## src/hw/rtl/assert_macros.svh

```systemverilog
// Assertion macros shared by the ICMP echo responder RTL.
// Expects clk and arst_n in the scope of every use.
`ifndef ASSERT_MACROS_SVH
`define ASSERT_MACROS_SVH

// Same-cycle implication, disabled while in reset.
`define ICMP_ASSERT_NOW(label, ante, cons, msg) \
	label: assert property (@(posedge clk) disable iff (!arst_n) (ante) |-> (cons)) \
		else $error(msg);

// Next-cycle implication, disabled while in reset.
`define ICMP_ASSERT_NEXT(label, ante, cons, msg) \
	label: assert property (@(posedge clk) disable iff (!arst_n) (ante) |=> (cons)) \
		else $error(msg);

`endif

```

## src/hw/rtl/icmp_pkg.sv

```systemverilog
// Package for the ICMP echo responder: item types, verdict codes, word positions
// and the one's-complement adder. No dependencies.
`default_nettype none

package icmp_pkg;

	typedef enum logic [2:0] {
		VERDICT_NONE      = 3'd0,
		VERDICT_SEND      = 3'd1,
		VERDICT_TOO_SHORT = 3'd2,
		VERDICT_BAD_CODE  = 3'd3,
		VERDICT_BAD_CSUM  = 3'd4,
		VERDICT_NOT_ECHO  = 3'd5
	} verdict_e_t;

	typedef logic [2:0] word_pos_t;

	localparam word_pos_t POS_TYPE    = 3'd0;
	localparam word_pos_t POS_CSUM    = 3'd1;
	localparam word_pos_t POS_SEQ     = 3'd3;
	localparam word_pos_t POS_PAYLOAD = 3'd4;

	localparam logic [7:0] ECHO_REQUEST_TYPE = 8'd8;

	typedef struct packed {
		logic [15:0] data_word;
		logic        odd_tail;
		logic        last_word;
		logic [31:0] source_addr;
	} in_item_t;

	typedef struct packed {
		logic [15:0] out_word;
		logic        out_odd_tail;
		logic        out_last;
		logic [31:0] dest_addr;
		verdict_e_t  verdict;
	} out_item_t;

	// Input register contents handed to the engine.
	typedef struct packed {
		logic     valid;
		in_item_t item;
	} stage_t;

	// 16-bit one's-complement add with end-around carry.
	function automatic logic [15:0] oc_add(input logic [15:0] a, input logic [15:0] b);
		logic [16:0] s;
		logic [16:0] f;
		s = {1'b0, a} + {1'b0, b};
		f = {1'b0, s[15:0]} + {16'd0, s[16]};
		return f[15:0];
	endfunction

endpackage

`default_nettype wire

```

## src/hw/rtl/icmp_if.sv

```systemverilog
// Valid/ready stream interfaces for ICMP message words and reply words.
// Standalone; payload widths follow the message field definitions.
`default_nettype none

interface icmp_in_if;
	logic        valid;
	logic        ready;
	logic [15:0] data_word;
	logic        odd_tail;
	logic        last_word;
	logic [31:0] source_addr;

	modport source (output valid, data_word, odd_tail, last_word, source_addr, input ready);
	modport sink   (input valid, data_word, odd_tail, last_word, source_addr, output ready);
endinterface

interface icmp_out_if;
	logic        valid;
	logic        ready;
	logic [15:0] out_word;
	logic        out_odd_tail;
	logic        out_last;
	logic [31:0] dest_addr;
	logic [2:0]  verdict;

	modport source (output valid, out_word, out_odd_tail, out_last, dest_addr, verdict,
		input ready);
	modport sink   (input valid, out_word, out_odd_tail, out_last, dest_addr, verdict,
		output ready);
endinterface

`default_nettype wire

```

## src/hw/rtl/icmp_ingress.sv

```systemverilog
// Input register of the ICMP echo responder: captures one message word per transfer.
// Depends on icmp_pkg, icmp_if.sv and assert_macros.svh.
`default_nettype none
`include "assert_macros.svh"

module icmp_ingress (
	input  wire logic        clk,
	input  wire logic        arst_n,
	icmp_in_if.sink          request,
	input  wire logic        advance,
	output icmp_pkg::stage_t stage
);
	import icmp_pkg::*;

	logic     valid_s1;
	in_item_t item_s1;

	// Free slot, or the held word moves on this cycle.
	assign request.ready = !valid_s1 || advance;

	always_ff @(posedge clk or negedge arst_n) begin
		if (!arst_n) begin
			valid_s1 <= 1'b0;
		end else if (request.ready) begin
			valid_s1 <= request.valid;
		end
	end

	always_ff @(posedge clk) begin
		if (request.valid && request.ready) begin
			item_s1 <= '{data_word:   request.data_word,
			             odd_tail:    request.odd_tail,
			             last_word:   request.last_word,
			             source_addr: request.source_addr};
		end
	end

	assign stage = '{valid: valid_s1, item: item_s1};

	`ICMP_ASSERT_NEXT(a_hold_s1, valid_s1 && !advance, valid_s1 && $stable(item_s1), "held word lost")

endmodule

`default_nettype wire

```

## src/hw/rtl/icmp_engine.sv

```systemverilog
// Message state, reply word rewrite, verdict and result register.
// Depends on icmp_pkg, icmp_if.sv and assert_macros.svh.
`default_nettype none
`include "assert_macros.svh"

module icmp_engine (
	input  wire logic        clk,
	input  wire logic        arst_n,
	input  icmp_pkg::stage_t stage,
	output logic             advance,
	icmp_out_if.source       reply
);
	import icmp_pkg::*;

	word_pos_t   pos_q;
	logic [15:0] sum_q;
	logic [15:0] csum_q;
	logic [15:0] tc_q;
	logic [31:0] peer_q;
	logic        out_valid_q;
	out_item_t   out_q;

	logic [15:0] w;
	logic [15:0] sum_new;
	logic [15:0] csum_new;
	logic [15:0] tc_new;
	logic [31:0] peer_new;
	logic [15:0] upd;
	logic [15:0] ow;
	logic        short_msg;
	word_pos_t   pos_next;
	verdict_e_t  verdict;

	assign advance = stage.valid && (!out_valid_q || reply.ready);

	always_comb begin
		w = stage.item.odd_tail ? {stage.item.data_word[15:8], 8'h00} : stage.item.data_word;
		// Incremental checksum update for the type byte going to zero.
		upd      = oc_add(oc_add(~w, ~tc_q), {8'h00, tc_q[7:0]});
		tc_new   = (pos_q == POS_TYPE) ? w : tc_q;
		csum_new = (pos_q == POS_CSUM) ? w : csum_q;
		peer_new = (pos_q == POS_TYPE) ? stage.item.source_addr : peer_q;
		sum_new  = (pos_q == POS_CSUM) ? sum_q : oc_add(sum_q, w);
		unique case (pos_q)
			POS_TYPE: ow = {8'h00, w[7:0]};
			POS_CSUM: ow = ~upd;
			default:  ow = w;
		endcase

		short_msg = (pos_q < POS_SEQ) || ((pos_q == POS_SEQ) && stage.item.odd_tail);
		if (!stage.item.last_word) begin
			verdict = VERDICT_NONE;
		end else if (short_msg) begin
			verdict = VERDICT_TOO_SHORT;
		end else if (tc_new[7:0] != 8'h00) begin
			verdict = VERDICT_BAD_CODE;
		end else if (~sum_new != csum_new) begin
			verdict = VERDICT_BAD_CSUM;
		end else if (tc_new[15:8] != ECHO_REQUEST_TYPE) begin
			verdict = VERDICT_NOT_ECHO;
		end else begin
			verdict = VERDICT_SEND;
		end

		if (stage.item.last_word) begin
			pos_next = POS_TYPE;
		end else if (pos_q < POS_PAYLOAD) begin
			pos_next = pos_q + 3'd1;
		end else begin
			pos_next = pos_q;
		end
	end

	always_ff @(posedge clk or negedge arst_n) begin
		if (!arst_n) begin
			pos_q       <= POS_TYPE;
			sum_q       <= '0;
			csum_q      <= '0;
			tc_q        <= '0;
			peer_q      <= '0;
			out_valid_q <= 1'b0;
		end else begin
			if (advance) begin
				pos_q  <= pos_next;
				sum_q  <= stage.item.last_word ? 16'h0000 : sum_new;
				csum_q <= csum_new;
				tc_q   <= tc_new;
				peer_q <= peer_new;
			end
			if (advance) begin
				out_valid_q <= 1'b1;
			end else if (reply.ready) begin
				out_valid_q <= 1'b0;
			end
		end
	end

	always_ff @(posedge clk) begin
		if (advance) begin
			out_q <= '{out_word:     ow,
			           out_odd_tail: stage.item.odd_tail,
			           out_last:     stage.item.last_word,
			           dest_addr:    peer_new,
			           verdict:      verdict};
		end
	end

	assign reply.valid        = out_valid_q;
	assign reply.out_word     = out_q.out_word;
	assign reply.out_odd_tail = out_q.out_odd_tail;
	assign reply.out_last     = out_q.out_last;
	assign reply.dest_addr    = out_q.dest_addr;
	assign reply.verdict      = out_q.verdict;

	`ICMP_ASSERT_NOW(a_pos_range, 1'b1, pos_q <= POS_PAYLOAD, "word position out of range")
	`ICMP_ASSERT_NEXT(a_end_clear, advance && stage.item.last_word, pos_q == POS_TYPE && sum_q == 16'h0000, "state not cleared at end")
	`ICMP_ASSERT_NOW(a_mid_verdict, out_valid_q && !out_q.out_last, out_q.verdict == VERDICT_NONE, "verdict on mid-message word")

endmodule

`default_nettype wire

```

## src/hw/rtl/icmp_echo_responder_top.sv

```systemverilog
// Top level of the ICMP echo responder: input register plus reply engine.
// Depends on icmp_pkg, icmp_if.sv, icmp_ingress and icmp_engine.
`default_nettype none

// ICMP echo responder. Each transfer on request carries one 16-bit big-endian
// message word (first byte in the high half), an odd-tail mark, a last mark and
// the sender's IPv4 address, which is latched on the first word of a message.
// Every word yields exactly one reply word on reply: the type byte is cleared
// to zero (echo reply), the checksum word is patched incrementally for that
// change, and every other word is copied. A word with odd_tail set has its low
// byte forced to zero. dest_addr carries the latched sender address. On the
// last word, verdict says whether to send the reply (1) or why to drop it:
// 2 shorter than the 8-byte header, 3 nonzero code, 4 checksum mismatch,
// 5 type not echo request; precedence in that order. Mid-message words carry
// verdict 0. A message whose reply body is all zero gets checksum 0x0000 rather
// than 0xFFFF. Throughput is one transfer per clock while reply is ready; a word
// passes the input register, then the result register, with all checksum
// and verdict logic between them. request.ready depends combinationally on
// reply.ready through the input register's advance condition, so a stalled
// reply holds both registers and then backpressures the source.
module icmp_echo_responder_top (
	input  wire logic  clk,
	input  wire logic  arst_n,
	icmp_in_if.sink    request,
	icmp_out_if.source reply
);
	import icmp_pkg::*;

	stage_t stage;
	logic   advance;

	// Input word register; holds one transfer until the engine takes it.
	icmp_ingress u_ingress (
		.clk     (clk),
		.arst_n  (arst_n),
		.request (request),
		.advance (advance),
		.stage   (stage)
	);

	// Running sum, header capture, rewrite, verdict and the result register.
	icmp_engine u_engine (
		.clk     (clk),
		.arst_n  (arst_n),
		.stage   (stage),
		.advance (advance),
		.reply   (reply)
	);

endmodule

`default_nettype wire

```

## src/flat_wrapper.sv

```systemverilog
// flat-port wrapper written by rule: the top's interface ports become plain ports
module icmp_echo_responder_top_flat import icmp_pkg::*;
  (clk, arst_n, request_valid, request_data_word, request_odd_tail, request_last_word, request_source_addr, request_ready, reply_valid, reply_out_word, reply_out_odd_tail, reply_out_last, reply_dest_addr, reply_verdict, reply_ready);
  icmp_in_if request_i ();
  icmp_out_if reply_i ();
  input  wire logic clk;
  input  wire logic arst_n;
  input wire logic [$bits(request_i.valid)-1:0] request_valid;
  input wire logic [$bits(request_i.data_word)-1:0] request_data_word;
  input wire logic [$bits(request_i.odd_tail)-1:0] request_odd_tail;
  input wire logic [$bits(request_i.last_word)-1:0] request_last_word;
  input wire logic [$bits(request_i.source_addr)-1:0] request_source_addr;
  output wire logic [$bits(request_i.ready)-1:0] request_ready;
  output wire logic [$bits(reply_i.valid)-1:0] reply_valid;
  output wire logic [$bits(reply_i.out_word)-1:0] reply_out_word;
  output wire logic [$bits(reply_i.out_odd_tail)-1:0] reply_out_odd_tail;
  output wire logic [$bits(reply_i.out_last)-1:0] reply_out_last;
  output wire logic [$bits(reply_i.dest_addr)-1:0] reply_dest_addr;
  output wire logic [$bits(reply_i.verdict)-1:0] reply_verdict;
  input wire logic [$bits(reply_i.ready)-1:0] reply_ready;
  assign request_i.valid = request_valid;
  assign request_i.data_word = request_data_word;
  assign request_i.odd_tail = request_odd_tail;
  assign request_i.last_word = request_last_word;
  assign request_i.source_addr = request_source_addr;
  assign request_ready = request_i.ready;
  assign reply_valid = reply_i.valid;
  assign reply_out_word = reply_i.out_word;
  assign reply_out_odd_tail = reply_i.out_odd_tail;
  assign reply_out_last = reply_i.out_last;
  assign reply_dest_addr = reply_i.dest_addr;
  assign reply_verdict = reply_i.verdict;
  assign reply_i.ready = reply_ready;
  icmp_echo_responder_top u_core (.clk(clk), .arst_n(arst_n), .request(request_i), .reply(reply_i));
endmodule
```

## config.mk

```make
export PLATFORM = sky130hd
export DESIGN_NAME = icmp_echo_responder_top_flat
export DESIGN_NICKNAME = d
export VERILOG_FILES = /design/src/hw/rtl/icmp_pkg.sv /design/src/hw/rtl/icmp_if.sv /design/src/hw/rtl/icmp_ingress.sv /design/src/hw/rtl/icmp_engine.sv /design/src/hw/rtl/icmp_echo_responder_top.sv /design/src/flat_wrapper.sv
export VERILOG_INCLUDE_DIRS = /design/src /design/src/hw/rtl
export SDC_FILE = /design/constraint.sdc
export NUM_CORES = 1
export LEC_CHECK = 0
export BUFFER_PORTS_ARGS = -buffer_cell sky130_fd_sc_hd__buf_4
export CORE_AREA = 10 10 146 148
export CTS_BUF_LIST = sky130_fd_sc_hd__clkbuf_2
export DETAILED_ROUTE_END_ITERATION = 12
export DIE_AREA = 0 0 156 158
export PLACE_DENSITY = 0.91
export SETUP_SLACK_MARGIN = 0.02
export SYNTH_ARGS = -nofsm -noshare
export SYNTH_HDL_FRONTEND = slang
export SYNTH_HIERARCHICAL = 1
export SYNTH_SLANG_ARGS = --single-unit
```

## constraint.sdc

```tcl
create_clock -name clk -period 15.1 [get_ports clk]
set_input_delay 3.02 -clock clk [delete_from_list [all_inputs] [get_ports clk]]
set_output_delay 3.02 -clock clk [all_outputs]
set_load 0.05 [all_outputs]
```

== Yosys cells after proc, flatten, opt, wreduce, memory -nomap -nowiden ==
Index checks and enable logic that the tools add are counted.

* Add/sub/neg operators: 7
* Reduce and logical (&&, ||, !) cells: 15
* Bitwise operators: 5
* $lt $le $gt $ge: 2
* Equality and inequality tests: 4
* Mux-type cells: 15

{| class="wikitable"
|+ Operator list
! operator !! number
|-
| 16-bit two-way mux || 4
|-
| 16-bit NOT || 4
|-
| 16-bit by 1-bit adder with 16-bit output || 3
|-
| 16-bit by 16-bit adder with 17-bit output || 2
|-
| 32-bit two-way mux || 1
|-
| 16-bit case mux with 2 select lines || 1
|-
| 16-bit by 8-bit adder with 17-bit output || 1
|-
| 16-bit inequality test || 1
|-
| 3-bit two-way mux || 4
|-
| 8-bit two-way mux || 1
|-
| 8-bit by 4-bit inequality test with 1-bit output (second input constant) || 1
|-
| 8-bit nonzero test || 1
|-
| 2-bit two-way mux || 2
|-
| 2-bit nonzero test || 2
|-
| 3-bit by 1-bit adder with 3-bit output (second input constant) || 1
|-
| 3-bit by 1-bit equality test with 1-bit output (second input constant) || 1
|-
| 3-bit by 2-bit equality test with 1-bit output (second input constant) || 1
|-
| 1-bit logical AND || 3
|-
| 3-bit logical NOT || 1
|-
| 1-bit logical OR || 3
|-
| 3-bit by 2-bit < comparator with 1-bit output (second input constant) || 1
|-
| 3-bit < comparator (second input constant) || 1
|-
| 3-bit OR reduction || 1
|-
| 1-bit logical NOT || 2
|-
| 4 further kinds || 5
|}

* Word-level logic and storage cells: 66
* Input port bits: 54
* Flip-flop bits (word level): 188
* Output and inout bits: 55

== Logic depth before layout (Yosys ltp) ==
Gate-level depths: netlist (run 1).

* Word-level depth: 9
* Gate-level depth with buffers: 39
* Depth with buffers taken out: 39

== Hierarchy ==
The synthesis (run 1) kept the hierarchy.

{| class="wikitable"
|+ By module, submodules not included
! module !! instances !! cells an instance !! area each (µm²) !! seq. area each (µm²)
|-
| icmp_engine || 1 || 1070 || 9263.9 || 3693.5
|-
| icmp_ingress || 1 || 55 || 1562.7 || 1526.5
|}

== Least setup slack after synthesis (run 1) ==
No wires, ideal clock.

* Path type: input -> output
* Start point: input reply_ready
* End point: output request_ready
* Path buffers: 2
* Data arrival time: 5.782 ns
* Required time: 12.080 ns
* Slack: 6.298 ns
* Cell stages on the path: 6
* Path through: nand2b_1 -> nand2_1 -> inv_1 -> clkbuf_1 -> buf_1 -> nand2b_4

* Cells in the longest elaborated chain, start to end: 3

{| class="wikitable"
|+ Ends and longest elaborated chain
! what !! line !! source
|-
| start: declaration || flat_wrapper.sv:20 || <nowiki>input wire logic [$bits(reply_i.ready)-1:0] reply_ready;</nowiki>
|-
| 1-bit logical OR || icmp_engine.sv:34 || <nowiki>assign advance = stage.valid && (!out_valid_q || reply.ready);</nowiki>
|-
| 1-bit logical AND || icmp_engine.sv:34 ||
|-
| net u_core.advance || icmp_echo_responder_top.sv:30 || <nowiki>logic advance;</nowiki>
|-
| 1-bit logical OR || icmp_ingress.sv:19 || <nowiki>assign request.ready = !valid_s1 || advance;</nowiki>
|-
| end: declaration || flat_wrapper.sv:13 || <nowiki>output wire logic [$bits(request_i.ready)-1:0] request_ready;</nowiki>
|}

The timed path passes the listed nets, and every way through them passes these cells.

== Worst setup path after layout (run 1) ==
* Start point: register u_core.u_ingress.item_s1, in the netlist u_core/u_ingress/stage[33]
* End point: register u_core.u_engine.out_q, in the netlist u_core/u_engine/reply.out_word[15], data pin

* Cells in the longest elaborated chain, start to end: 8

{| class="wikitable"
|+ Ends and longest elaborated chain
! what !! line !! source
|-
| start: declaration || icmp_ingress.sv:16 || <nowiki>in_item_t item_s1;</nowiki>
|-
| start signal: assignment || icmp_ingress.sv:31 || <nowiki>item_s1 <= '{data_word: request.data_word,</nowiki>
|-
| 8-bit two-way mux || icmp_engine.sv:37 || <nowiki>w = stage.item.odd_tail ? {stage.item.data_word[15:8], 8'h00} : stage.item.data_word;</nowiki>
|-
| 16-bit NOT || icmp_engine.sv:39 || <nowiki>upd = oc_add(oc_add(~w, ~tc_q), {8'h00, tc_q[7:0]});</nowiki>
|-
| 16-bit by 16-bit adder with 17-bit output || icmp_pkg.sv:50 || <nowiki>s = {1'b0, a} + {1'b0, b};</nowiki>
|-
| 16-bit by 1-bit adder with 16-bit output || icmp_pkg.sv:51 || <nowiki>f = {1'b0, s[15:0]} + {16'd0, s[16]};</nowiki>
|-
| 16-bit by 8-bit adder with 17-bit output || icmp_pkg.sv:50 ||
|-
| 16-bit by 1-bit adder with 16-bit output || icmp_pkg.sv:51 ||
|-
| 16-bit NOT || icmp_engine.sv:46 || <nowiki>POS_CSUM: ow = ~upd;</nowiki>
|-
| 16-bit case mux with 2 select lines || icmp_engine.sv:44 || <nowiki>unique case (pos_q)</nowiki>
|-
| net u_core.u_engine.ow[15] || icmp_engine.sv:29 || <nowiki>logic [15:0] ow;</nowiki>
|-
| end signal: assignment || icmp_engine.sv:100 || <nowiki>out_q <= '{out_word: ow,</nowiki>
|-
| end: declaration || icmp_engine.sv:21 || <nowiki>out_item_t out_q;</nowiki>
|}

The timed path passes the listed nets, and every way through them passes these cells.
A chain may end at the register's enable or synchronous reset.

==> impl_results.html, run 1 <==
<table>
<tr><th>Metric</th><th>Value</th></tr>
<tr><th colspan="2">Layout</th></tr>
<tr><td>Count of nets after finishing</td><td>1330</td></tr>
<tr><td>Count of filler cells inserted in the layout</td><td>1360</td></tr>
<tr><td>Post-synthesis to final-layout area growth</td><td>11.9%</td></tr>
<tr><td>Final core utilization</td><td>65.6%</td></tr>
<tr><td>Fraction of final layout cells sized beyond drive strength 1</td><td>13.4%</td></tr>
<tr><td>Area taken by multi-input logic gates</td><td>5240 um^2</td></tr>
<tr><td>Area of all sequential standard cells</td><td>5220 um^2</td></tr>
<tr><th colspan="2">Die</th></tr>
<tr><td>Boundary pin count</td><td>109</td></tr>
<tr><td>Die X</td><td>156 um</td></tr>
<tr><td>CORE AREA</td><td>18500 um^2</td></tr>
<tr><td>Starting density of the core</td><td>58.7%</td></tr>
<tr><td>Die Y</td><td>158 um</td></tr>
<tr><td>Row cnt</td><td>50</td></tr>
<tr><td>Area enclosed by the die boundary</td><td>24600 um^2</td></tr>
<tr><th colspan="2">Clocking</th></tr>
<tr><td>Buffers inserted during post-CTS setup optimization</td><td>0</td></tr>
<tr><td>TritonCTS sink count</td><td>188</td></tr>
<tr><td>Clock slew at reported path FFs</td><td>0.31 ns</td></tr>
<tr><td>Post-cts gate resize count</td><td>0</td></tr>
<tr><td>Num CTS Buffers</td><td>17</td></tr>
<tr><td>Clock network latency to the later pin of the worst-skew pair</td><td>0.77 ns</td></tr>
<tr><td>Level count of the clock H-tree</td><td>4</td></tr>
<tr><td>Clock tree from TritonCTS</td><td>yes</td></tr>
<tr><td>Cts hold-fix bufs</td><td>0</td></tr>
<tr><td>Maximum number of buffers from clock root to sink</td><td>2</td></tr>
<tr><td>CTS root buffer</td><td>sky130_fd_sc_hd__clkbuf_2</td></tr>
<tr><th colspan="2">Placed design</th></tr>
<tr><td>Routability Congestion</td><td>0.993</td></tr>
<tr><td>HPWL after detailed placement</td><td>20.5 mm</td></tr>
<tr><td>IO Port Bufs</td><td>108</td></tr>
<tr><th colspan="2">Detailed routing</th></tr>
<tr><td>Mean routed wirelength per cell</td><td>19.1 um</td></tr>
<tr><td>Via count of the routed design</td><td>9009</td></tr>
<tr><td>DRC marker count from the first detailed-route iteration</td><td>1014</td></tr>
<tr><td>Count of nets left with antenna violations after detail routing</td><td>0</td></tr>
<tr><td>Per-cell via count in the routed design</td><td>6.13</td></tr>
<tr><td>Iteration count of the initial detailed-routing pass</td><td>6</td></tr>
<tr><td>Detailed-route DRC error count</td><td>0</td></tr>
<tr><td>Post-Route WL</td><td>28.1 mm</td></tr>
<tr><th colspan="2">Critical path</th></tr>
<tr><td>Most frequent CP cell</td><td>sky130_fd_sc_hd__ha_1</td></tr>
<tr><td>CP Launch Type</td><td>flip-flop</td></tr>
<tr><td>Crit path kind</td><td>flip-flop to flip-flop</td></tr>
<tr><td>Peak per-stage delay on the critical path</td><td>0.54 ns</td></tr>
<tr><td>Crit path capture type</td><td>flip-flop</td></tr>
<tr><td>Cell family with most CP delay</td><td>simple AND/OR/NAND/NOR gates</td></tr>
<tr><td>Critical-path top delay cell</td><td>sky130_fd_sc_hd__or3_2</td></tr>
<tr><td>Required time reported for the critical path endpoint</td><td>15.66 ns</td></tr>
<tr><td>Largest driver fanout on the critical path</td><td>9</td></tr>
<tr><td>Critical path buffer and inverter count</td><td>3</td></tr>
<tr><td>Critical path data arrival time</td><td>9.06 ns</td></tr>
<tr><th colspan="2">Synth</th></tr>
<tr><td>Leading cell types by total area after synthesis</td><td>sky130_fd_sc_hd__edfxtp_1, sky130_fd_sc_hd__dfrtp_1, sky130_fd_sc_hd__nand2_1</td></tr>
<tr><td>Post-synthesis cell type with the largest combined area</td><td>sky130_fd_sc_hd__edfxtp_1</td></tr>
<tr><td>Number of enable-type register cells in the synthesized netlist</td><td>103</td></tr>
<tr><td>Most frequently used cell type in the post-synthesis netlist</td><td>sky130_fd_sc_hd__nand2_1</td></tr>
<tr><td>Post-synthesis net count</td><td>1233</td></tr>
<tr><td>Number of synthesized register bits</td><td>188</td></tr>
<tr><td>Share of the synthesized area in the top cell type</td><td>28.6%</td></tr>
<tr><td>Main flop type after synthesis</td><td>sky130_fd_sc_hd__edfxtp_1</td></tr>
<tr><td>Area of the mapped netlist</td><td>10800 um^2</td></tr>
<tr><td>Proportion of synthesized chip area in sequential cells</td><td>48.2%</td></tr>
<tr><td>Distinct cell type count after synthesis</td><td>81</td></tr>
<tr><td>Post-synthesis average cell area</td><td>9.62 um^2</td></tr>
<tr><td>Share of async-settable or async-resettable flops after synthesis</td><td>45.2%</td></tr>
<tr><td>Most common library cells after synthesis</td><td>sky130_fd_sc_hd__nand2_1, sky130_fd_sc_hd__edfxtp_1, sky130_fd_sc_hd__dfrtp_1</td></tr>
<tr><td>Post-synthesis cell count</td><td>1125</td></tr>
<tr><td>Yosys warns</td><td>6</td></tr>
<tr><th colspan="2">STA</th></tr>
<tr><td>Worst setup skew after layout</td><td>0.0465 ns</td></tr>
<tr><td>Worst Max-Slew Pin Slew</td><td>1.23 ns</td></tr>
<tr><td>Setup TNS</td><td>0 ns</td></tr>
<tr><td>Final Setup Violations</td><td>0</td></tr>
<tr><td>Crit share post-route</td><td>56.3%</td></tr>
<tr><td>Number of max-slew violations in the final report</td><td>0</td></tr>
<tr><td>RSZ-0062 raised after global routing</td><td>false</td></tr>
<tr><td>Achievable Freq</td><td>118 MHz</td></tr>
<tr><td>Hold Vio Cnt, Final</td><td>0</td></tr>
<tr><td>Crit path time final</td><td>8.50 ns</td></tr>
<tr><td>Slew margin rel.</td><td>17.6%</td></tr>
<tr><th colspan="2">GRT</th></tr>
<tr><td>Global Route Usage Sum</td><td>22.2%</td></tr>
<tr><td>Global-route congestion overflow total</td><td>0</td></tr>
<tr><td>Number of global-route vias before repair</td><td>8595</td></tr>
<tr><td>Global-route wire length before repair</td><td>43.9 mm</td></tr>
<tr><td>Antenna violations before repair</td><td>1</td></tr>
<tr><td>Pin count of the biggest net entering global routing</td><td>92</td></tr>
<tr><th colspan="2">Power and ir drop</th></tr>
<tr><td>Combinational share of power</td><td>61.5%</td></tr>
<tr><td>Power, Total</td><td>2910 uW</td></tr>
<tr><td>Cell leakage power</td><td>0.00540 uW</td></tr>
<tr><td>Sequential group share of total power</td><td>29.1%</td></tr>
<tr><td>Cell Int Power</td><td>1440 uW</td></tr>
<tr><td>Clock network fraction of design power</td><td>9.4%</td></tr>
<tr><td>Net load switching power</td><td>1480 uW</td></tr>
<tr><td>Switching Share</td><td>50.7%</td></tr>
<tr><td>Largest vdd supply drop</td><td>0.0938 mV</td></tr>
<tr><td>Power density relative to cell area</td><td>240 nW/um^2</td></tr>
<tr><th colspan="2">Min path</th></tr>
<tr><td>Tightest Hold Check Type</td><td>flip-flop to flip-flop</td></tr>
<tr><th colspan="2">Job</th></tr>
<tr><td>Max_cap viols</td><td>0</td></tr>
<tr><th colspan="2">Status</th></tr>
<tr><td>Outcome</td><td>finished, final reports clean</td></tr>
</table>
stage by stage:
stage,hold WS (ns),setup slack [ns],area (um^2),cells
final,0.520,6.60,12100,1470
after detailed placement,0.462,6.81,11800,1437
after CTS,0.520,6.77,12100,1469
after floorplan,0.441,6.30,10800,1125
after global placement,0.456,7.15,11800,1437
after global routing,0.548,5.94,12100,1470
power groups by stage:
stage,Sequential [uW],Combinational [uW],Clock (uW)
floorplan,1000,1150,0
global placement,846,1680,0
detailed placement,854,1740,0
CTS,843,1750,277
global route,861,1930,300
finish,846,1790,275
worst min-delay path: stages, from the launching register on:
cell and delay [ns]:
sky130_fd_sc_hd__dfrtp_1 0.42, sky130_fd_sc_hd__nand2_1 0.05, sky130_fd_sc_hd__nand2_1 0.05
registers in the layout, indices dropped and copies added (netlist names):
| name | flops |
|---|---|
| u_core/u_engine/reply.dest_addr | 32 |
| u_core/u_engine/reply.out_last | 1 |
| u_core/u_engine/reply.verdict | 3 |
| u_core/u_engine/csum_q | 16 |
| u_core/u_engine/peer_q | 32 |
| u_core/u_engine/reply.out_odd_tail | 1 |
| u_core/u_engine/reply.valid | 1 |
| u_core/u_ingress/stage | 50 |
| u_core/u_engine/tc_q | 16 |
| u_core/u_engine/pos_q | 3 |
| u_core/u_engine/sum_q | 16 |
| u_core/u_engine/reply.out_word | 16 |
| u_core/u_ingress/valid_s1 | 1 |
layout by cell type, fill, tap and decap left out, drive strengths merged, types with 5 or more instances in the layout:
master / synthesis / final
buf: 12 / 114
o31ai: 5 / 5
nand2b: 16 / 16
xor2: 39 / 39
o2111ai: 5 / 5
ha: 51 / 51
and3: 11 / 11
nand3: 25 / 25
nor4b: 5 / 5
or4: 7 / 7
nand4: 6 / 6
inv: 57 / 62
nand2: 284 / 284
a211oi: 13 / 13
nor3b: 5 / 5
dfrtp: 85 / 85
a21oi: 30 / 30
clkinv: 1 / 9
nor2: 50 / 50
o211ai: 10 / 10
a31oi: 9 / 9
nor2b: 9 / 9
o22ai: 12 / 12
nor4: 18 / 18
clkbuf: 24 / 17
o21ai: 77 / 77
or3: 5 / 5
o21a: 10 / 10
xnor2: 57 / 57
edfxtp: 103 / 103
nor3: 16 / 16
a21o: 11 / 11
worst paths after layout:
path / from / end / slack, ns / depth (start not counted)
hold / removal: u_core/u_engine/peer_q[3] / u_core/u_engine/peer_q[3] / 0.52 / 2
setup reg to reg: u_core/u_ingress/stage[33] / u_core/u_engine/reply.out_word[15] / 6.60 / 38
hold reg to reg: u_core/u_engine/peer_q[3] / u_core/u_engine/peer_q[3] / 0.52 / 2
max in group asynchronous: arst_n / u_core/u_engine/tc_q[15] / 11.88 / 2
setup / recovery: u_core/u_ingress/stage[33] / u_core/u_engine/reply.out_word[15] / 6.60 / 38
min in group asynchronous: arst_n / u_core/u_engine/peer_q[27] / 2.14 / 1
layout make-up:
cell class / instances / area share (%)
Tap cell: 234 / 2.42
Multi-Input combinational cell: 843 / 43.3
Timing Repair Buffer: 114 / 7.06
Clock buffer: 17 / 0.702
Clock inverter: 15 / 1.63
Inverter: 58 / 1.81
Antenna cell: 1 / 0.0207
Sequential cell: 188 / 43.1
routing by layer:
layer,vias to the layer above,share of wire [%],track usage (%)
met5,-,0,0
met4,0,2.7,7.87
met3,74,9.5,3.93
met2,501,48,36.8
met1,4270,40,28.7
li1,4164,-,-
cell families (layout without fill, tap and decap cells):
| group | Yosys count | after routing | share of synthesized area, % |
|---|---|---|---|
| other | 0 | 1 | 0 |
| adder cells (fa/ha/maj) | 54 | 54 | 6.45 |
| AO/OA/AOI/OAI | 212 | 212 | 12.7 |
| multiplexers | 5 | 5 | 0.485 |
| buffers and inverters | 94 | 204 | 3.39 |
| flip-flops | 188 | 188 | 48.2 |
| AND/OR/NAND/NOR | 472 | 472 | 20.1 |
| XOR/XNOR | 100 | 100 | 8.67 |
Power figures use the tool's default switching activity.
==> inputs of run 2 (changes only) <==
--- a/config.mk
+++ b/config.mk
@@ -6,12 +6,13 @@
 export SDC_FILE = /design/constraint.sdc
 export NUM_CORES = 1
 export LEC_CHECK = 0
+export ABC_AREA = 1
 export BUFFER_PORTS_ARGS = -buffer_cell sky130_fd_sc_hd__buf_4
-export CORE_AREA = 10 10 146 148
+export CORE_AREA = 10 10 154 156
 export CTS_BUF_LIST = sky130_fd_sc_hd__clkbuf_2
 export DETAILED_ROUTE_END_ITERATION = 12
-export DIE_AREA = 0 0 156 158
-export PLACE_DENSITY = 0.91
+export DIE_AREA = 0 0 164 166
+export PLACE_DENSITY = 0.89
 export SETUP_SLACK_MARGIN = 0.02
 export SYNTH_ARGS = -nofsm -noshare
 export SYNTH_HDL_FRONTEND = slang
==> constraint.sdc (replaced) <==
create_clock -name clk -period 7.6 [get_ports clk]
set_input_delay 1.52 -clock clk [delete_from_list [all_inputs] [get_ports clk]]
set_output_delay 1.52 -clock clk [all_outputs]
set_load 0.05 [all_outputs]
==> impl_results.html, run 2 <==
<table>
<tr><th>Metric</th><th>Value</th></tr>
<tr><th colspan="2">GRT</th></tr>
<tr><td>Number of global-route vias before repair</td><td>9546 (+11%)</td></tr>
<tr><td>Global Route Usage Sum</td><td>20.9% (-1.3 points)</td></tr>
<tr><td>Global-route wire length before repair</td><td>46.4 mm (+5.7%)</td></tr>
<tr><td>Antenna violations before repair</td><td>1 (unchanged)</td></tr>
<tr><td>Pin count of the biggest net entering global routing</td><td>110 (+20%)</td></tr>
<tr><td>Global-route congestion overflow total</td><td>0 (unchanged)</td></tr>
<tr><th colspan="2">Clocking</th></tr>
<tr><td>Level count of the clock H-tree</td><td>4 (unchanged)</td></tr>
<tr><td>Clock network latency to the later pin of the worst-skew pair</td><td>0.80 ns (+0.03 ns)</td></tr>
<tr><td>Clock slew at reported path FFs</td><td>0.36 ns (+0.05 ns)</td></tr>
<tr><td>Num CTS Buffers</td><td>17 (unchanged)</td></tr>
<tr><td>Buffers inserted during post-CTS setup optimization</td><td>0 (unchanged)</td></tr>
<tr><td>Cts hold-fix bufs</td><td>0 (unchanged)</td></tr>
<tr><td>Clock tree from TritonCTS</td><td>yes</td></tr>
<tr><td>CTS root buffer</td><td>sky130_fd_sc_hd__clkbuf_2</td></tr>
<tr><td>Post-cts gate resize count</td><td>0 (unchanged)</td></tr>
<tr><td>Maximum number of buffers from clock root to sink</td><td>2 (unchanged)</td></tr>
<tr><td>TritonCTS sink count</td><td>188 (unchanged)</td></tr>
<tr><th colspan="2">Detailed routing</th></tr>
<tr><td>Iteration count of the initial detailed-routing pass</td><td>5 (-1)</td></tr>
<tr><td>Per-cell via count in the routed design</td><td>5.42 (-11%)</td></tr>
<tr><td>Via count of the routed design</td><td>9899 (+9.9%)</td></tr>
<tr><td>Mean routed wirelength per cell</td><td>15.5 um (-19%)</td></tr>
<tr><td>Post-Route WL</td><td>28.3 mm (+0.81%)</td></tr>
<tr><td>Detailed-route DRC error count</td><td>0 (unchanged)</td></tr>
<tr><td>DRC marker count from the first detailed-route iteration</td><td>1088 (+7.3%)</td></tr>
<tr><td>Count of nets left with antenna violations after detail routing</td><td>0 (unchanged)</td></tr>
<tr><th colspan="2">Synth</th></tr>
<tr><td>Share of the synthesized area in the top cell type</td><td>27.2% (-1.4 points)</td></tr>
<tr><td>Post-synthesis net count</td><td>1547 (+25%)</td></tr>
<tr><td>Post-synthesis cell type with the largest combined area</td><td>sky130_fd_sc_hd__edfxtp_1</td></tr>
<tr><td>Leading cell types by total area after synthesis</td><td>sky130_fd_sc_hd__edfxtp_1, sky130_fd_sc_hd__dfrtp_1, sky130_fd_sc_hd__nand2_1</td></tr>
<tr><td>Yosys warns</td><td>6 (unchanged)</td></tr>
<tr><td>Share of async-settable or async-resettable flops after synthesis</td><td>45.2% (unchanged)</td></tr>
<tr><td>Proportion of synthesized chip area in sequential cells</td><td>45.9% (-2.3 points)</td></tr>
<tr><td>Main flop type after synthesis</td><td>sky130_fd_sc_hd__edfxtp_1</td></tr>
<tr><td>Distinct cell type count after synthesis</td><td>46 (-43%)</td></tr>
<tr><td>Most frequently used cell type in the post-synthesis netlist</td><td>sky130_fd_sc_hd__nand2_1</td></tr>
<tr><td>Area of the mapped netlist</td><td>11400 um^2 (+5.1%)</td></tr>
<tr><td>Post-synthesis cell count</td><td>1439 (+28%)</td></tr>
<tr><td>Post-synthesis average cell area</td><td>7.90 um^2 (-18%)</td></tr>
<tr><td>Number of synthesized register bits</td><td>188 (unchanged)</td></tr>
<tr><td>Number of enable-type register cells in the synthesized netlist</td><td>103 (unchanged)</td></tr>
<tr><td>Most common library cells after synthesis</td><td>sky130_fd_sc_hd__nand2_1, sky130_fd_sc_hd__inv_1, sky130_fd_sc_hd__o21ai_0</td></tr>
<tr><th colspan="2">STA</th></tr>
<tr><td>Crit path time final</td><td>6.84 ns (-1.66 ns)</td></tr>
<tr><td>Slew margin rel.</td><td>27.4% (+9.9 points)</td></tr>
<tr><td>Hold Vio Cnt, Final</td><td>0 (unchanged)</td></tr>
<tr><td>Final Setup Violations</td><td>0 (unchanged)</td></tr>
<tr><td>Setup TNS</td><td>0 ns (unchanged)</td></tr>
<tr><td>Crit share post-route</td><td>90.0% (+34 points)</td></tr>
<tr><td>RSZ-0062 raised after global routing</td><td>false</td></tr>
<tr><td>Worst Max-Slew Pin Slew</td><td>1.09 ns (-0.140 ns)</td></tr>
<tr><td>Number of max-slew violations in the final report</td><td>0 (unchanged)</td></tr>
<tr><td>Worst setup skew after layout</td><td>0.0584 ns (+0.0119 ns)</td></tr>
<tr><td>Achievable Freq</td><td>146 MHz (+24%)</td></tr>
<tr><th colspan="2">Power and ir drop</th></tr>
<tr><td>Power density relative to cell area</td><td>471 nW/um^2 (+96%)</td></tr>
<tr><td>Cell leakage power</td><td>0.00627 uW (+16%)</td></tr>
<tr><td>Largest vdd supply drop</td><td>0.244 mV (+160%)</td></tr>
<tr><td>Power, Total</td><td>6010 uW (+110%)</td></tr>
<tr><th colspan="2">Placed design</th></tr>
<tr><td>Routability Congestion</td><td>0.928 (-6.6%)</td></tr>
<tr><td>HPWL after detailed placement</td><td>21.2 mm (+3.4%)</td></tr>
<tr><td>IO Port Bufs</td><td>108 (unchanged)</td></tr>
<tr><th colspan="2">Layout</th></tr>
<tr><td>Area of all sequential standard cells</td><td>5220 um^2 (unchanged)</td></tr>
<tr><td>Final core utilization</td><td>61.7% (-4.0 points)</td></tr>
<tr><td>Number of flip-flops in the largest register</td><td>50 (unchanged)</td></tr>
<tr><td>Count of filler cells inserted in the layout</td><td>1745 (+28%)</td></tr>
<tr><td>Fraction of final layout cells sized beyond drive strength 1</td><td>13.8% (+0.37 points)</td></tr>
<tr><td>Post-synthesis to final-layout area growth</td><td>12.2%</td></tr>
<tr><td>Count of nets after finishing</td><td>1644 (+24%)</td></tr>
<tr><td>Area taken by multi-input logic gates</td><td>5210 um^2 (-0.64%)</td></tr>
<tr><td>Most frequent standard cell in the layout excluding fill and tap cells</td><td>sky130_fd_sc_hd__nand2_1</td></tr>
<tr><td>Highest-count cells in the layout ignoring fill and taps</td><td>sky130_fd_sc_hd__nand2_1, sky130_fd_sc_hd__inv_1, sky130_fd_sc_hd__o21ai_0, sky130_fd_sc_hd__buf_4, sky130_fd_sc_hd__edfxtp_1</td></tr>
<tr><th colspan="2">Critical path</th></tr>
<tr><td>Crit path capture type</td><td>flip-flop</td></tr>
<tr><td>Peak per-stage delay on the critical path</td><td>0.47 ns (-0.07 ns)</td></tr>
<tr><td>CP Launch Type</td><td>flip-flop</td></tr>
<tr><td>Crit path kind</td><td>flip-flop to flip-flop</td></tr>
<tr><td>Critical-path top delay cell</td><td>sky130_fd_sc_hd__edfxtp_1</td></tr>
<tr><td>Launch point of the worst reg-to-reg path</td><td>u_core/u_ingress/stage[33]</td></tr>
<tr><td>Endpoint of the lowest-slack register-to-register path</td><td>u_core/u_engine/reply.out_word[15]</td></tr>
<tr><td>Critical path data arrival time</td><td>7.45 ns (-1.61 ns)</td></tr>
<tr><td>Largest driver fanout on the critical path</td><td>8 (-1)</td></tr>
<tr><td>Required time reported for the critical path endpoint</td><td>8.21 ns (-7.45 ns)</td></tr>
<tr><td>Number of cell instances on the worst register-to-register path</td><td>46 (+21%)</td></tr>
<tr><td>Slack of the worst reg-to-reg path</td><td>0.76 ns (-5.84 ns)</td></tr>
<tr><th colspan="2">Die</th></tr>
<tr><td>Starting density of the core</td><td>55.0% (-3.7 points)</td></tr>
<tr><td>Area enclosed by the die boundary</td><td>27200 um^2 (+10%)</td></tr>
<tr><td>Die X</td><td>164 um (+5.1%)</td></tr>
<tr><td>Die Y</td><td>166 um (+5.1%)</td></tr>
<tr><td>CORE AREA</td><td>20700 um^2 (+12%)</td></tr>
<tr><td>Boundary pin count</td><td>109 (unchanged)</td></tr>
<tr><td>Row cnt</td><td>53 (+6.0%)</td></tr>
<tr><th colspan="2">Min path</th></tr>
<tr><td>Tightest Hold Check Type</td><td>input port to asynchronous set/reset pin</td></tr>
<tr><th colspan="2">Status</th></tr>
<tr><td>Outcome</td><td>finished, final reports clean</td></tr>
<tr><th colspan="2">Job</th></tr>
<tr><td>Max_cap viols</td><td>0 (unchanged)</td></tr>
</table>
-- run 2: cell count changes in the layout (fill, tap and decap cells not counted), sizes merged, moves of 28 or more --
cell   delta
nand2   +181
xnor2    -49
inv     +165
nand3    +78
o21ai    +87
nor2     +28
-- run 2: report_power, final --
part	total, uW	internal (uW)	switching [uW]
Combinational	3770	1170	2600
Sequential	1650	1490	164
Clock	592	145	447
Total	6010	2800	3210
-- run 2: area by class of cell --
cell class                 instances  share of cell area (%)
multi-input combinational        999                    40.8
sequential                       188                    40.9
clock buffer                      17                   0.667
tap                              275                    2.70
inverter                         215                    6.34
antenna                            1                  0.0196
clock inverter                    15                    1.78
timing repair buffer             115                    6.77
-- run 2: metal layers --
metal  vias to the layer above  part of all wire (%)  track usage [%]
met3                        63                   5.8             3.52
met4                         0                   2.9             8.05
li1                       4873                     -                -
met2                       321                    50             35.7
met1                      4642                    41             25.6
met5                         -                     0                0
-- run 2: kinds of logic (layout without fill, tap and decap cells) --
kind of cell	count (synthesis)	in the layout	synth area share (%)
DFF	188	188	45.9
xor gates and xnor gates	23	23	2.07
AOI/OAI and AO/OA	231	231	10.8
buffers and inverters	252	362	8.40
adders and majority gates	54	54	6.14
and+or+nand+nor	691	691	26.7
other	0	1	0
-- run 2: critical path: cells and delay by family (launching register included) --
family / cells / cell delay [ns]
xor+xnor: 1 / 0.15
compound gates: 3 / 0.37
flops: 1 / 0.47
fa+ha+maj: 6 / 1.55
simple gates: 28 / 3.47
buf+inv: 8 / 0.62
-- run 2: worst max path at each step --
stage,from,to,slack [ns],depth (start not counted)
detailed placement,u_core/u_ingress/stage[33],u_core/u_engine/reply.out_word[15],0.85,46
floorplan,reply_ready,u_core/u_ingress/stage[0],0.65,8
CTS,u_core/u_ingress/stage[33],u_core/u_engine/reply.out_word[15],0.84,46
finish,u_core/u_ingress/stage[33],u_core/u_engine/reply.out_word[15],0.76,46
global placement,u_core/u_ingress/stage[33],u_core/u_engine/reply.out_word[15],1.23,46
global route,u_core/u_ingress/stage[33],u_core/u_engine/reply.out_word[15],0.06,46
-- run 2: through the flow --
step / hold slack (ns) / worst slack (ns) / instances / cell area, um^2
floorplan: 0.446 / 0.647 / 1439 / 11400
global placement: 0.457 / 1.23 / 1792 / 12400
detailed placement: 0.468 / 0.850 / 1792 / 12400
CTS: 0.381 / 0.840 / 1824 / 12800
global route: 0.346 / 0.0573 / 1825 / 12800
finish: 0.443 / 0.760 / 1825 / 12800
